===== config.mk =====
export PLATFORM = sky130hd
export DESIGN_NAME = tray_table_motion_controller_top
export DESIGN_NICKNAME = d
export VERILOG_FILES = /design/src/hw/rtl/ttmc_pkg.sv /design/src/hw/rtl/ttmc_step.sv /design/src/hw/rtl/tray_table_motion_controller_top.sv
export SDC_FILE = /design/constraint.sdc
export NUM_CORES = 1
export LEC_CHECK = 0
export ABC_CLOCK_PERIOD_IN_PS = 8200
export BUFFER_PORTS_ARGS = -buffer_cell sky130_fd_sc_hd__buf_2
export CAP_MARGIN = 40
export CORE_MARGIN = 8
export CORE_UTILIZATION = 45
export DETAILED_ROUTE_END_ITERATION = 6
export PLACE_DENSITY = 0.65
export SYNTH_ARGS = -nofsm -noshare
export SYNTH_HDL_FRONTEND = slang
export SYNTH_SLANG_ARGS = --single-unit

===== constraint.sdc =====
create_clock -name clk -period 8.2 [get_ports clk]
set_input_delay 1.64 -clock clk [delete_from_list [all_inputs] [get_ports clk]]
set_output_delay 1.64 -clock clk [all_outputs]
set_load 0.005 [all_outputs]

===== src/hw/rtl/ttmc_pkg.sv =====
// Shared types and constants for the tray table motion controller.
// No dependencies; imported by ttmc_step and the top level.
package ttmc_pkg;

  localparam int SAMPLE_BITS = 10;
  localparam int CLIMB_BITS  = 16;
  localparam int CFG_BITS    = 16;
  localparam int CFG_IDX_BITS = 2;

  localparam logic [CLIMB_BITS-1:0]  CLIMB_TICKS_RESET   = 16'd2000;
  localparam logic [SAMPLE_BITS-1:0] CURRENT_LIMIT_RESET = 10'd300;

  typedef enum logic [CFG_IDX_BITS-1:0] {
    REG_CLIMB_TICKS   = 2'd0,
    REG_CURRENT_LIMIT = 2'd1
  } cfg_reg_t;

  typedef enum logic [3:0] {
    MODE_IDLE        = 4'd0,
    MODE_UP_SW       = 4'd1,
    MODE_UP_BTN      = 4'd2,
    MODE_DOWN_SW     = 4'd3,
    MODE_DOWN_BTN    = 4'd4,
    MODE_PIVOT       = 4'd5,
    MODE_HOME_CHECK  = 4'd6,
    MODE_HOME_PIVOT  = 4'd7,
    MODE_HOME_CLIMB  = 4'd8
  } mode_t;

  typedef struct packed {
    logic                   up_switch;
    logic                   up_button;
    logic                   down_switch;
    logic                   down_button;
    logic                   pivot_switch;
    logic                   pivot_button;
    logic                   home_button;
    logic                   limit_near;
    logic                   limit_far;
    logic [SAMPLE_BITS-1:0] current_sample;
  } in_word_t;

  typedef struct packed {
    logic lift_up;
    logic lift_down;
    logic pivot_back;
    logic pivot_away_drive;
    logic busy_res;
    logic at_home;
    logic side_far;
  } out_word_t;

  typedef struct packed {
    mode_t                 mode;
    logic                  pivot_side;
    logic                  home_flag;
    logic [CLIMB_BITS-1:0] climb_count;
  } ctl_state_t;

  typedef struct packed {
    logic [CLIMB_BITS-1:0]  climb_ticks;
    logic [SAMPLE_BITS-1:0] current_limit;
  } ctl_cfg_t;

endpackage


===== src/hw/rtl/ttmc_step.sv =====
// One tick of the controller: drive outputs from the held state and compute the next state.
// Depends on ttmc_pkg.
module ttmc_step (
  input  ttmc_pkg::ctl_state_t state,
  input  ttmc_pkg::ctl_cfg_t   cfg,
  input  ttmc_pkg::in_word_t   word,
  output ttmc_pkg::ctl_state_t state_next,
  output ttmc_pkg::out_word_t  result
);
  import ttmc_pkg::*;

  logic pivoting;
  logic limit_hit;
  logic down_held;
  logic [CLIMB_BITS-1:0] count_inc;

  assign pivoting  = (state.mode == MODE_PIVOT) || (state.mode == MODE_HOME_PIVOT);
  assign limit_hit = state.pivot_side ? word.limit_far : word.limit_near;
  assign down_held = (state.mode == MODE_DOWN_SW) ? word.down_switch : word.down_button;
  assign count_inc = state.climb_count + CLIMB_BITS'(1);

  // Outputs show the mode held at the start of the tick
  always_comb begin
    result.lift_up          = (state.mode == MODE_UP_SW) || (state.mode == MODE_UP_BTN) ||
                              (state.mode == MODE_HOME_CLIMB);
    result.lift_down        = (state.mode == MODE_DOWN_SW) || (state.mode == MODE_DOWN_BTN);
    result.pivot_back       = pivoting && state.pivot_side;
    result.pivot_away_drive = pivoting && !state.pivot_side;
    result.busy_res         = (state.mode != MODE_IDLE);
    result.at_home          = state.home_flag;
    result.side_far         = state.pivot_side;
  end

  always_comb begin
    state_next = state;
    unique case (state.mode)
      MODE_IDLE: begin
        if (word.up_switch) state_next.mode = MODE_UP_SW;
        else if (word.up_button) state_next.mode = MODE_UP_BTN;
        else if (word.down_switch) state_next.mode = MODE_DOWN_SW;
        else if (word.down_button) state_next.mode = MODE_DOWN_BTN;
        else if (word.pivot_switch || word.pivot_button) state_next.mode = MODE_PIVOT;
        else if (word.home_button && !state.home_flag) state_next.mode = MODE_HOME_CHECK;
      end
      MODE_UP_SW: begin
        if (!word.up_switch) state_next.mode = MODE_IDLE;
      end
      MODE_UP_BTN: begin
        if (!word.up_button) state_next.mode = MODE_IDLE;
      end
      MODE_DOWN_SW, MODE_DOWN_BTN: begin
        if (!down_held || (word.current_sample >= cfg.current_limit)) begin
          state_next.home_flag = 1'b0;
          state_next.mode      = MODE_IDLE;
        end
      end
      MODE_PIVOT: begin
        if (limit_hit) begin
          state_next.pivot_side = !state.pivot_side;
          state_next.home_flag  = 1'b0;
          state_next.mode       = MODE_IDLE;
        end
      end
      MODE_HOME_CHECK, MODE_HOME_PIVOT: begin
        // home check goes straight to the climb when already on the far side
        if ((state.mode == MODE_HOME_CHECK) && !state.pivot_side) begin
          state_next.mode = MODE_HOME_PIVOT;
        end else if ((state.mode == MODE_HOME_CHECK) || limit_hit) begin
          if (state.mode == MODE_HOME_PIVOT) state_next.pivot_side = !state.pivot_side;
          state_next.climb_count = '0;
          if (cfg.climb_ticks == '0) begin
            state_next.home_flag = 1'b1;
            state_next.mode      = MODE_IDLE;
          end else begin
            state_next.mode = MODE_HOME_CLIMB;
          end
        end
      end
      MODE_HOME_CLIMB: begin
        state_next.climb_count = count_inc;
        if (count_inc >= cfg.climb_ticks) begin
          state_next.home_flag = 1'b1;
          state_next.mode      = MODE_IDLE;
        end
      end
      default: begin
        state_next.mode = MODE_IDLE;
      end
    endcase
  end

endmodule


===== src/hw/rtl/tray_table_motion_controller_top.sv =====
// Tray table motion controller: config registers, control state and result register.
// Depends on ttmc_pkg and ttmc_step.
//
// Usage:
//   Each input word on in_data is one millisecond tick of sampled buttons,
//   switches, pivot limits and a current sample, taken when in_valid and
//   in_ready are both high. Each accepted word yields exactly one result
//   word on out_data, handed over when out_valid and out_ready are high.
//   The result is in the output register on the cycle after acceptance.
//   Throughput is one word per cycle while the receiver keeps up, set by the
//   single state update between the control registers and the output register.
//   If the receiver stalls, the result holds and in_ready drops until the
//   result is taken; in_ready is high whenever the output register is empty
//   or being emptied in the same cycle.
//   Reset empties the output register and loads climb_ticks = 2000,
//   current_limit = 300, and starts the homing sequence (pivot check).
//   cfg_we writes cfg_data into register cfg_index (0 climb_ticks,
//   1 current_limit); other indexes are ignored. Write only while idle.
module tray_table_motion_controller_top (
  input  logic                                clk,
  input  logic                                rst,
  input  logic                                in_valid,
  output logic                                in_ready,
  input  ttmc_pkg::in_word_t                  in_data,
  output logic                                out_valid,
  input  logic                                out_ready,
  output ttmc_pkg::out_word_t                 out_data,
  input  logic                                cfg_we,
  input  logic [ttmc_pkg::CFG_IDX_BITS-1:0]   cfg_index,
  input  logic [ttmc_pkg::CFG_BITS-1:0]       cfg_data
);
  import ttmc_pkg::*;

  ctl_cfg_t   cfg;
  ctl_state_t state;
  ctl_state_t state_next;
  out_word_t  result;
  logic       in_take;

  assign in_ready = !out_valid || out_ready;
  assign in_take  = in_valid && in_ready;

  ttmc_step u_step (
    .state      (state),
    .cfg        (cfg),
    .word       (in_data),
    .state_next (state_next),
    .result     (result)
  );

  always_ff @(posedge clk) begin
    if (rst) begin
      cfg.climb_ticks   <= CLIMB_TICKS_RESET;
      cfg.current_limit <= CURRENT_LIMIT_RESET;
    end else if (cfg_we) begin
      unique case (cfg_index)
        REG_CLIMB_TICKS:   cfg.climb_ticks   <= cfg_data[CLIMB_BITS-1:0];
        REG_CURRENT_LIMIT: cfg.current_limit <= cfg_data[SAMPLE_BITS-1:0];
        default: ;
      endcase
    end
  end

  always_ff @(posedge clk) begin
    if (rst) begin
      state.mode        <= MODE_HOME_CHECK;
      state.pivot_side  <= 1'b0;
      state.home_flag   <= 1'b0;
      state.climb_count <= '0;
    end else if (in_take) begin
      state <= state_next;
    end
  end

  // Hold the result until taken; load a fresh one on every accepted word
  always_ff @(posedge clk) begin
    if (rst) begin
      out_valid <= 1'b0;
    end else if (in_take) begin
      out_valid <= 1'b1;
    end else if (out_ready) begin
      out_valid <= 1'b0;
    end
  end

  always_ff @(posedge clk) begin
    if (in_take) begin
      out_data <= result;
    end
  end

endmodule

Word-level counts from Yosys, hierarchy flattened
Cells that the tools add are included.

Output and inout bits: 9. Bits in registers: 56. Bits in read-only memories: 0. Latch bits: 0. Logic and storage cells: 97. Bits of input ports: 42. Memories kept: 0. RAM bits: 0.

Shifts and indexed selects: 0. Add/subtract/negate cells: 1. Magnitude comparators: 2. Divide/modulo/power cells: 0. Reduce and logical (&&, ||, !) cells: 33. Equality and inequality tests: 20. Mux-type cells: 27. Bitwise logic cells: 0. Multiply operators: 0.

Operators by type and width (count): 4-bit 2-to-1 mux (12); 16-bit case mux with 2 select lines (1); 4-bit case mux with 7 select lines (1); 22-bit 2-to-1 mux (1); 18-bit 2-to-1 mux (1); 16-bit by 1-bit adder with 16-bit output (second input constant) (1); 4-bit by 3-bit equality test with 1-bit output (second input constant) (4); 16-bit >= comparator (1); 16-bit zero test (1); 8-bit AND reduction (2); 10-bit >= comparator (1); 2-bit by 1-bit inequality test with 1-bit output (second input constant) (5); 4-bit by 2-bit equality test with 1-bit output (second input constant) (2); 1-bit logical OR (8); 1-bit 2-to-1 mux (8); 2-bit inequality test (second input constant) (4); 4-bit nonzero test (2); 7-bit by 5-bit inequality test with 1-bit output (second input constant) (1); 6-bit 2-to-1 mux (1); 6-bit AND reduction (1); 2-bit nonzero test (3); 1-bit logical AND (5); 4-bit by 1-bit equality test with 1-bit output (second input constant) (1); 4-bit equality test (second input constant) (1); other kinds (10) (15).

Longest topological paths before layout
Gate-level depths: netlist (run 1).

Depth after elaboration: 9. Gate-level depth with buffers: 12. Depth with buffers taken out: 12.

Modules after synthesis
A second synthesis (run 1) with hierarchy kept.

Cell total of the unflattened synthesis: 477. Area total of the unflattened synthesis: 3729.8 um2.

Modules (own cells, without submodules): tray_table_motion_controller_top (instances 1, cells an instance 229, area an instance 2150.8 um2); ttmc_step (instances 1, cells an instance 248, area an instance 1579.0 um2).

Worst setup path after synthesis (run 1)
Ideal clock, no wire load.

Path type: input to output. Start: input out_ready. End: output in_ready. Buffers on the path: 0. Path slack: 4.763 ns. Data required time: 6.560 ns. Arrival: 1.797 ns. Stages on the path: 1. Cells stage by stage: nand2b_1.

Cells in the longest elaborated chain, start to end: 1.

Ends and longest elaborated chain: start: declaration (RTL line tray_table_motion_controller_top.sv:26) `input logic out_ready,`; 1-bit logical OR (RTL line tray_table_motion_controller_top.sv:40) `assign in_ready = !out_valid || out_ready;`; end: declaration (RTL line tray_table_motion_controller_top.sv:23) `output logic in_ready,`.

Every way passes these cells.

Worst setup path in the final report (run 1)
Same ends and word-level chain as after synthesis.

==> results.toml, run 1 <==
[run_status]
run_status = "completed"

[yosys]
syn_area_um2 = 3440
yosysUniqueCellTypes = 58
netlist_top_cells_area = "dfxtp_1 (29%), ha_1 (9.8%), a21oi_1 (6.3%)"
syn_avg_cell_area_um2 = 8.28
synth_edf_count = 7
ys_seq_area_share_pct = 34.7
synth-async-reset-ratio_pct = 0
synth_top_area_share_pct = 28.6
ys_warn_count = 0
synth-seq-cells = 56
synth_cells = 415
syn_nets = 484
ys.flop_type = "dfxtp_1"
yosysTopAreaCell = "dfxtp_1"

[detailed_routing]
first_pass_iters = 4
drt.antenna.violating_nets = 0
drt-initial-drc-count = 93
routed_wl_um = 7770
post_drt_wl_per_cell_um = 14.0
viasPerCell = 5.32
vias = 2961
drc = 0

[grt]
gr-usage-all-layers_pct = 15.5
grt_pass1_wl_um = 13400
antenna_found_initial = 0
grt_start_max_net_pins = 29
overflow = 0
first_global_vias = 2968

[cts]
post_cts_resized = 0
clk_latency_ps = 310
cts_tree = "yes"
clockRootBuffer = "clkbuf_8"
cts_buffers = 5
cts-hold-fix-buffers = 0
clk_pin_slew_ps = 100
clk_path_buf_depth = 2
htreeDepth = 2
post_cts_buffers = 0
cts_sinks = 56

[power_and_ir_drop]
power_w = 0.000656
leakage_nw = 1.65
p_per_area_nw_per_um2 = 170
irDropWorstVdd_mv = 0.0637

[sta]
setup_violations = 0
slew_viol_final = 0
fin_crit_ps = 3670
finalHoldViolations = 0
layout_setup_ws_ps = 4530
fin_crit_sh_pct = 44.7
rsz0062_at_grt = "no"
tightest_slew_ps = 817
clock_skew_ps = 8.98
finalSetupTns_ps = 0
fmax_ghz = 0.273
slew_headroom_pct = 45.5

[floorplan]
core_um2 = 7570
dieArea_um2 = 10700
floorplan.initialDensity_pct = 45.4
die_h_um = 103
placementRows = 32
top_level_ports = 51
fp.dieW_um = 103

[final_layout]
fin_nets = 524
fill_cells = 775
area_growth_pct = 12.2
layout-drive-gt1-share_pct = 16.0
diodes = 0

[setup_path]
arrival_ps = 2030
crit_top_cell = "buf_2"
max_stage_delay_ps = 160
worst_setup_path_start_kind = "input port"
crit_family = "buffers and inverters"
crit_chain = "buf_2 -> nand2b_1 -> buf_2"
cp_num_cells = 3
crit_slowest_cell = "nand2b_1"
rr_endpoint = "state[21]"
regToRegSetupSlack_ps = 4720
path_class = "in -> out"
worst-path-buf-inv = 2
path_max_fanout = 3
reg2reg_depth = 12
endpoint = "in_ready"
endpoint_kind = "output pin"
r2r-start = "state[0]"
cp-startpoint = "out_ready"
required_ps = 6560

[placement]
port_buffers = 50
place_congestion = 0.820
post-place-ws_ps = 4530
hpwlAfterDp_um = 5940

[worst_hold_path]
hp-class = "reg -> reg"

[job]
maxCapViolations = 0
==> worst min-delay path, stage by stage (launching register included) <==
cell and delay [ps]:
dfxtp_1 320, nand2_1 50, a21oi_1 50
==> metal layers <==
layer  track usage, %  share of wire [%]  up-vias
met2             27.7                 49       45
met3             2.95                4.0        5
met4             3.00               0.63        0
li1                 -                  -     1526
met1             18.9                 46     1385
met5                0                  0        -
==> power by group <==
group | leakage (nW) | internal [W] | switching, W
Sequential | 0.466 | 0.000299 | 0.0000402
Combinational | 1.13 | 0.0000712 | 0.0000805
Clock | 0.0495 | 0.0000775 | 0.0000873
Total | 1.65 | 0.000448 | 0.000208
==> cells by family after synthesis <==
group	share of synthesized area (%)
DFF	34.7
buffers and inverters	6.59
xor gates and xnor gates	3.82
AOI/OAI and AO/OA	18.0
muxes	1.17
and+or+nand+nor	26.0
adders and majority gates	9.83
==> flip-flops by register name, summed over array words and instances, names as in the netlist <==
register,count
out_data,7
cfg,26
out_valid,1
state,22
==> final cells by class <==
cell class                      instances  area (um^2)  share of cell area [%]
Inverter                               33          124                    3.21
Multi-Input combinational cell        306         2020                    52.5
Timing Repair Buffer                   53          293                    7.59
Tap cell                              102          128                    3.31
Sequential cell                        56         1190                    30.9
Clock buffer                            7         97.6                    2.53
==> how the worst min path moves through the flow <==
stage	startpoint	to	slack, ps	cells past startpoint
after global routing	cfg[4]	cfg[4]	480	2
final	cfg[4]	cfg[4]	460	2
after floorplan	state[16]	out_data[1]	410	0
after global placement	state[16]	out_data[1]	440	0
after detailed placement	state[16]	out_data[1]	440	0
after CTS	cfg[4]	cfg[4]	460	2
==> cell usage after synthesis, types with 4 or more instances <==
library cell,n
xnor2_1,8
dfxtp_1,49
a21oi_1,43
buf_2,4
o21ai_1,8
ha_1,27
inv_1,33
mux2i_1,4
nand3_1,7
a211o_1,12
a21o_1,8
clkbuf_1,11
and2_1,5
o21ai_0,7
nor3_1,8
nand2b_1,7
xor2_1,7
edfxtp_1,7
nor2_1,40
nand4_1,4
or3_1,4
nand3b_1,11
nor4_1,5
nand2_1,50
==> cells in the final DEF, fill, tap and decap left out, types with 7 or more instances in the layout <==
master / synthesis / routed
a211o_1: 12 / 12
a21o_1: 8 / 8
a21oi_1: 43 / 43
buf_2: 4 / 50
dfxtp_1: 49 / 49
edfxtp_1: 7 / 7
ha_1: 27 / 27
inv_1: 33 / 33
nand2_1: 50 / 50
nand2b_1: 7 / 7
nand3_1: 7 / 7
nand3b_1: 11 / 11
nor2_1: 40 / 40
nor3_1: 8 / 8
o21ai_0: 7 / 7
o21ai_1: 8 / 8
xnor2_1: 8 / 8
xor2_1: 7 / 7
==> per-stage QoR <==
stage | hold WS [ps] | std cells | area (um^2) | utilization [%]
floorplan | 408 | 415 | 3440 | -
global placement | 444 | 549 | 3730 | 49.3
detailed placement | 443 | 550 | 3760 | 49.7
CTS | 462 | 557 | 3860 | 51.0
global route | 478 | 557 | 3860 | 51.0
finish | 459 | 557 | 3860 | 51.0
No activity file was read; power rests on OpenSTA's default activity.
==> run 2: changes to the inputs <==
--- a/config.mk
+++ b/config.mk
@@ -5,13 +5,13 @@
 export SDC_FILE = /design/constraint.sdc
 export NUM_CORES = 1
 export LEC_CHECK = 0
-export ABC_CLOCK_PERIOD_IN_PS = 8200
+export ABC_CLOCK_PERIOD_IN_PS = 3000
 export BUFFER_PORTS_ARGS = -buffer_cell sky130_fd_sc_hd__buf_2
 export CAP_MARGIN = 40
 export CORE_MARGIN = 8
 export CORE_UTILIZATION = 45
 export DETAILED_ROUTE_END_ITERATION = 6
-export PLACE_DENSITY = 0.65
+export PLACE_DENSITY = 0.68
 export SYNTH_ARGS = -nofsm -noshare
 export SYNTH_HDL_FRONTEND = slang
 export SYNTH_SLANG_ARGS = --single-unit
==> constraint.sdc (replaced) <==
create_clock -name clk -period 3 [get_ports clk]
set_input_delay 0.6 -clock clk [delete_from_list [all_inputs] [get_ports clk]]
set_output_delay 0.6 -clock clk [all_outputs]
set_load 0.005 [all_outputs]
==> results.toml, run 2 (synthesis results as in run 1) <==
[final_layout]
largest_register_ffs = 26
fin_util_pct = 53.2
layout-drive-gt1-share_pct = 23.0
multiInputGateArea_um2 = 2100
instances_no_fill = 572
mostFrequentLayoutCells = "buf_2 (50), nand2_1 (48), a21oi_1 (43), dfxtp_1 (40), nor2_1 (39)"
top_regs = "cfg: 26 flops, state: 22 flops, out_data: 7 flops"
ff_latch_area_um2 = 1210
stdcell_area_um2 = 4020
fill_cells = 713
largest-register = "cfg"
layout_commonest_cell = "buf_2"
area_growth_pct = 17.1
fin_nets = 538
diodes = 0

[grt]
first_global_vias = 2907
gr-usage-all-layers_pct = 15.5
grt_pass1_wl_um = 13200
grt_start_max_net_pins = 32
overflow = 0
antenna_found_initial = 0

[sta]
finalSetupTns_ps = 0
clock_skew_ps = 9.81
setup_violations = 0
slew_headroom_pct = 42.2
fmax_ghz = 0.343
slew_viol_final = 0
fin_crit_sh_pct = 97.1
finalHoldViolations = 0
rsz0062_at_grt = "yes"
tightest_slew_ps = 867
whs_ps = 455
fin_crit_ps = 2910

[detailed_routing]
first_pass_iters = 4
viasPerCell = 5.28
post_drt_wl_per_cell_um = 13.8
drc = 0
drt.antenna.violating_nets = 0
vias = 3020
drt-initial-drc-count = 129
routed_wl_um = 7910

[job]
maxCapViolations = 0

[floorplan]
floorplan.initialDensity_pct = 45.4
die_h_um = 103
fp.dieW_um = 103
top_level_ports = 51
dieArea_um2 = 10700
placementRows = 32
core_um2 = 7570

[setup_path]
path_class = "reg -> reg"
endpoint_kind = "flip-flop"
worst_setup_path_start_kind = "flip-flop"
required_ps = 3260
arrival_ps = 3170
path_max_fanout = 6

[placement]
port_buffers = 50
place_inst = 561
postPlaceCellArea_um2 = 3820
hpwlAfterDp_um = 5980
place_congestion = 0.831

[cts]
cts_tree = "yes"
clk_path_buf_depth = 2
cts_buffers = 5
htreeDepth = 2
clk_latency_ps = 320
cts_sinks = 56
cts-hold-fix-buffers = 0
clockRootBuffer = "clkbuf_8"
clk_pin_slew_ps = 100

[power_and_ir_drop]
leakage_nw = 1.73
p_per_area_nw_per_um2 = 440
irDropWorstVdd_mv = 0.191

[worst_hold_path]
hp-class = "reg -> reg"

[run_status]
run_status = "completed"
-- run 2: critical path, stage by stage, from the launching register on --
cell     delay [ps]
dfxtp_4         380
inv_2            50
nor4_2          250
buf_4           180
and3_4          210
xor2_1           60
ha_1            310
nand4_1         120
nor3_2          220
nor4b_4         260
buf_4           170
nor4b_4          50
nor4b_4         240
buf_4           180
mux2i_1         170
-- run 2: timing repair --
item	4_1_cts	5_1_grt
buffers inserted	2	1
resized for setup	1	27
pin swaps	1	8
endpoints found under the setup margin	4	5
-- run 2: final cells by class --
cell class,count,share of cell area (%)
clock inverters,2,0.342
repair buffers,67,9.39
inverters,33,3.08
well taps,102,3.17
clock buffers,6,1.80
flip-flops and latches,56,30.1
multi-input cells,306,52.1
-- run 2: final timing paths --
kind / startpoint / slack (ps) / end / cells after the start
max: state[5] / 90 / state[20] / 14
min: state[16] / 450 / out_data[1] / 0
max reg2reg: state[5] / 90 / state[20] / 14
min reg2reg: state[16] / 450 / out_data[1] / 0
-- run 2: stage by stage --
stage,setup slack (ps),power (W)
2_1_floorplan,14.9,0.00127
3_3_place_gp,135,0.00134
3_5_place_dp,-135,0.00136
4_1_cts,0.482,0.00178
5_1_grt,-74.1,0.00188
6_report,86.9,0.00177
-- run 2: where the power goes --
part | switching (W) | internal [W]
registers | 0.000107 | 0.000815
clock network | 0.000254 | 0.000167
logic | 0.000226 | 0.000201
-- run 2: per-layer routing --
layer / wire length [um] / part of all wire (%) / track usage [%]
met1: 3450 / 44 / 17.9
met2: 3930 / 50 / 27.7
met3: 408 / 5.2 / 2.95
met4: 131 / 1.7 / 5.45
met5: 0 / 0 / 0
==> run 3: changes to the inputs <==
--- a/config.mk
+++ b/config.mk
@@ -10,7 +10,9 @@
 export CAP_MARGIN = 40
 export CORE_MARGIN = 8
 export CORE_UTILIZATION = 45
+export CTS_BUF_LIST = sky130_fd_sc_hd__clkbuf_2 sky130_fd_sc_hd__clkbuf_4 sky130_fd_sc_hd__clkbuf_8
 export DETAILED_ROUTE_END_ITERATION = 6
+export HOLD_SLACK_MARGIN = 0.12
 export PLACE_DENSITY = 0.68
 export SYNTH_ARGS = -nofsm -noshare
 export SYNTH_HDL_FRONTEND = slang
==> results.toml, run 3 (synthesis results as in run 1) <==
[floorplan]
top_level_ports = 51
floorplan.initialDensity_pct = 45.4
dieArea_um2 = 10700
fp.dieW_um = 103
die_h_um = 103
placementRows = 32
core_um2 = 7570

[sta]
clock_skew_ps = 9.81
tightest_slew_ps = 868
layout_setup_ws_ps = 87.0
setup_violations = 0
slew_viol_final = 0
fin_crit_ps = 2910
rsz0062_at_grt = "yes"
slew_headroom_pct = 42.2
fmax_ghz = 0.343
finalHoldViolations = 0
fin_crit_sh_pct = 97.1

[setup_path]
path_max_fanout = 6
path_class = "reg -> reg"
crit_slowest_cell = "dfxtp_4"
arrival_ps = 3170
worst_setup_path_start_kind = "flip-flop"
required_ps = 3260
crit_chain = "inv_2 -> nor4_2 -> buf_4 -> and3_4 -> xor2_1 -> ha_1 -> nand4_1 -> nor3_2 -> nor4b_4 -> buf_4 -> nor4b_4 -> nor4b_4 -> buf_4 -> mux2i_1"
endpoint_kind = "flip-flop"
reg2reg_depth = 14
max_stage_delay_ps = 380
rr_endpoint = "state[20]"
regToRegSetupSlack_ps = 90
r2r-start = "state[5]"

[cts]
cts-hold-fix-buffers = 0
clk_pin_slew_ps = 100
clk_path_buf_depth = 2
cts_tree = "yes"
clockRootBuffer = "clkbuf_8"
clk_latency_ps = 320
htreeDepth = 2
cts_buffers = 5
cts_sinks = 56

[placement]
post-place-ws_ps = -135
hpwlAfterDp_um = 5980
port_buffers = 50
place_congestion = 0.831
postPlaceCellArea_um2 = 3820

[detailed_routing]
vias = 3020
post_drt_wl_per_cell_um = 13.8
drt.antenna.violating_nets = 0
drc = 0
drt-initial-drc-count = 129
routed_wl_um = 7920
viasPerCell = 5.28
first_pass_iters = 4

[final_layout]
mostFrequentLayoutCells = "buf_2 (50), nand2_1 (48), a21oi_1 (43), dfxtp_1 (40), nor2_1 (39)"
diodes = 0
layout_commonest_cell = "buf_2"
area_growth_pct = 17.2
fin_util_pct = 53.2
multiInputGateArea_um2 = 2100
largest-register = "cfg"
top_regs = "cfg: 26 flops, state: 22 flops, out_data: 7 flops"
fin_nets = 538
layout-drive-gt1-share_pct = 23.2
ff_latch_area_um2 = 1210
stdcell_area_um2 = 4030
fill_cells = 711
largest_register_ffs = 26

[run_status]
run_status = "completed"

[power_and_ir_drop]
leakage_nw = 1.74
power_w = 0.00178
irDropWorstVdd_mv = 0.191
p_per_area_nw_per_um2 = 442

[grt]
overflow = 0
gr-usage-all-layers_pct = 15.5
antenna_found_initial = 0
grt_pass1_wl_um = 13200
grt_start_max_net_pins = 32
first_global_vias = 2907

[worst_hold_path]
hold_end = "out_data[1]"
worstHoldPathCells = 0
hp-class = "reg -> reg"
min_from = "state[16]"

[job]
maxCapViolations = 0
==> run 3: cell counts in the layout (fill, tap and decap cells not counted) <==
No cell type changed its count.
==> run 3: what timing repair did <==
item	4_1_cts	5_1_grt
endpoints found under the setup margin	4	5
setup buffers	2	1
pin swaps	1	8
gates resized for setup	1	27
hold endpoints to repair	0	0
==> run 3: critical path: cells and delay by family, from the launching register on <==
family / cells / cell delay [ps]
buf+inv: 4 / 580
simple gates: 7 / 1350
fa+ha+maj: 1 / 310
xor+xnor: 1 / 60
mux: 1 / 170
flops: 1 / 380
==> run 3: worst max path at each step <==
stage / cells after the start / slack [ps] / end / startpoint
4_1_cts: 15 / 0.5 / state[20] / state[1]
3_5_place_dp: 14 / -130 / state[21] / state[1]
6_report: 14 / 90 / state[20] / state[5]
3_3_place_gp: 14 / 140 / state[18] / state[1]
5_1_grt: 14 / -70 / state[20] / state[6]
2_1_floorplan: 11 / 10 / state[18] / state[2]
==> run 3: report_power, final <==
group / total, W / switching (W) / internal (W) / leakage [nW]
Clock: 0.000430 / 0.000254 / 0.000176 / 0.0490
Sequential: 0.000922 / 0.000107 / 0.000815 / 0.471
Combinational: 0.000427 / 0.000226 / 0.000201 / 1.22
Total: 0.00178 / 0.000586 / 0.00119 / 1.74
==> run 3: per-layer routing <==
layer / vias to the layer above / part of all wire [%] / track usage (%)
li1: 1562 / - / -
met1: 1397 / 44 / 17.9
met2: 53 / 50 / 27.7
met3: 8 / 5.2 / 2.95
met4: 0 / 1.7 / 5.45
met5: - / 0 / 0
==> run 3: through the flow <==
| stage | hold WS, ps | TNS (ps) | instances |
|---|---|---|---|
| 2_1_floorplan | 408 | 0 | 415 |
| 3_3_place_gp | 439 | 0 | 561 |
| 3_5_place_dp | 431 | -435 | 561 |
| 4_1_cts | 458 | 0 | 571 |
| 5_1_grt | 466 | -258 | 572 |
| 6_report | 455 | 0 | 572 |
==> run 3: cell type report <==
cell class / instances / area share [%]
Multi-Input combinational cell: 306 / 52.1
Sequential cell: 56 / 30.0
Clock inverter: 2 / 0.342
Tap cell: 102 / 3.17
Timing Repair Buffer: 67 / 9.38
Inverter: 33 / 3.08
Clock buffer: 6 / 1.89
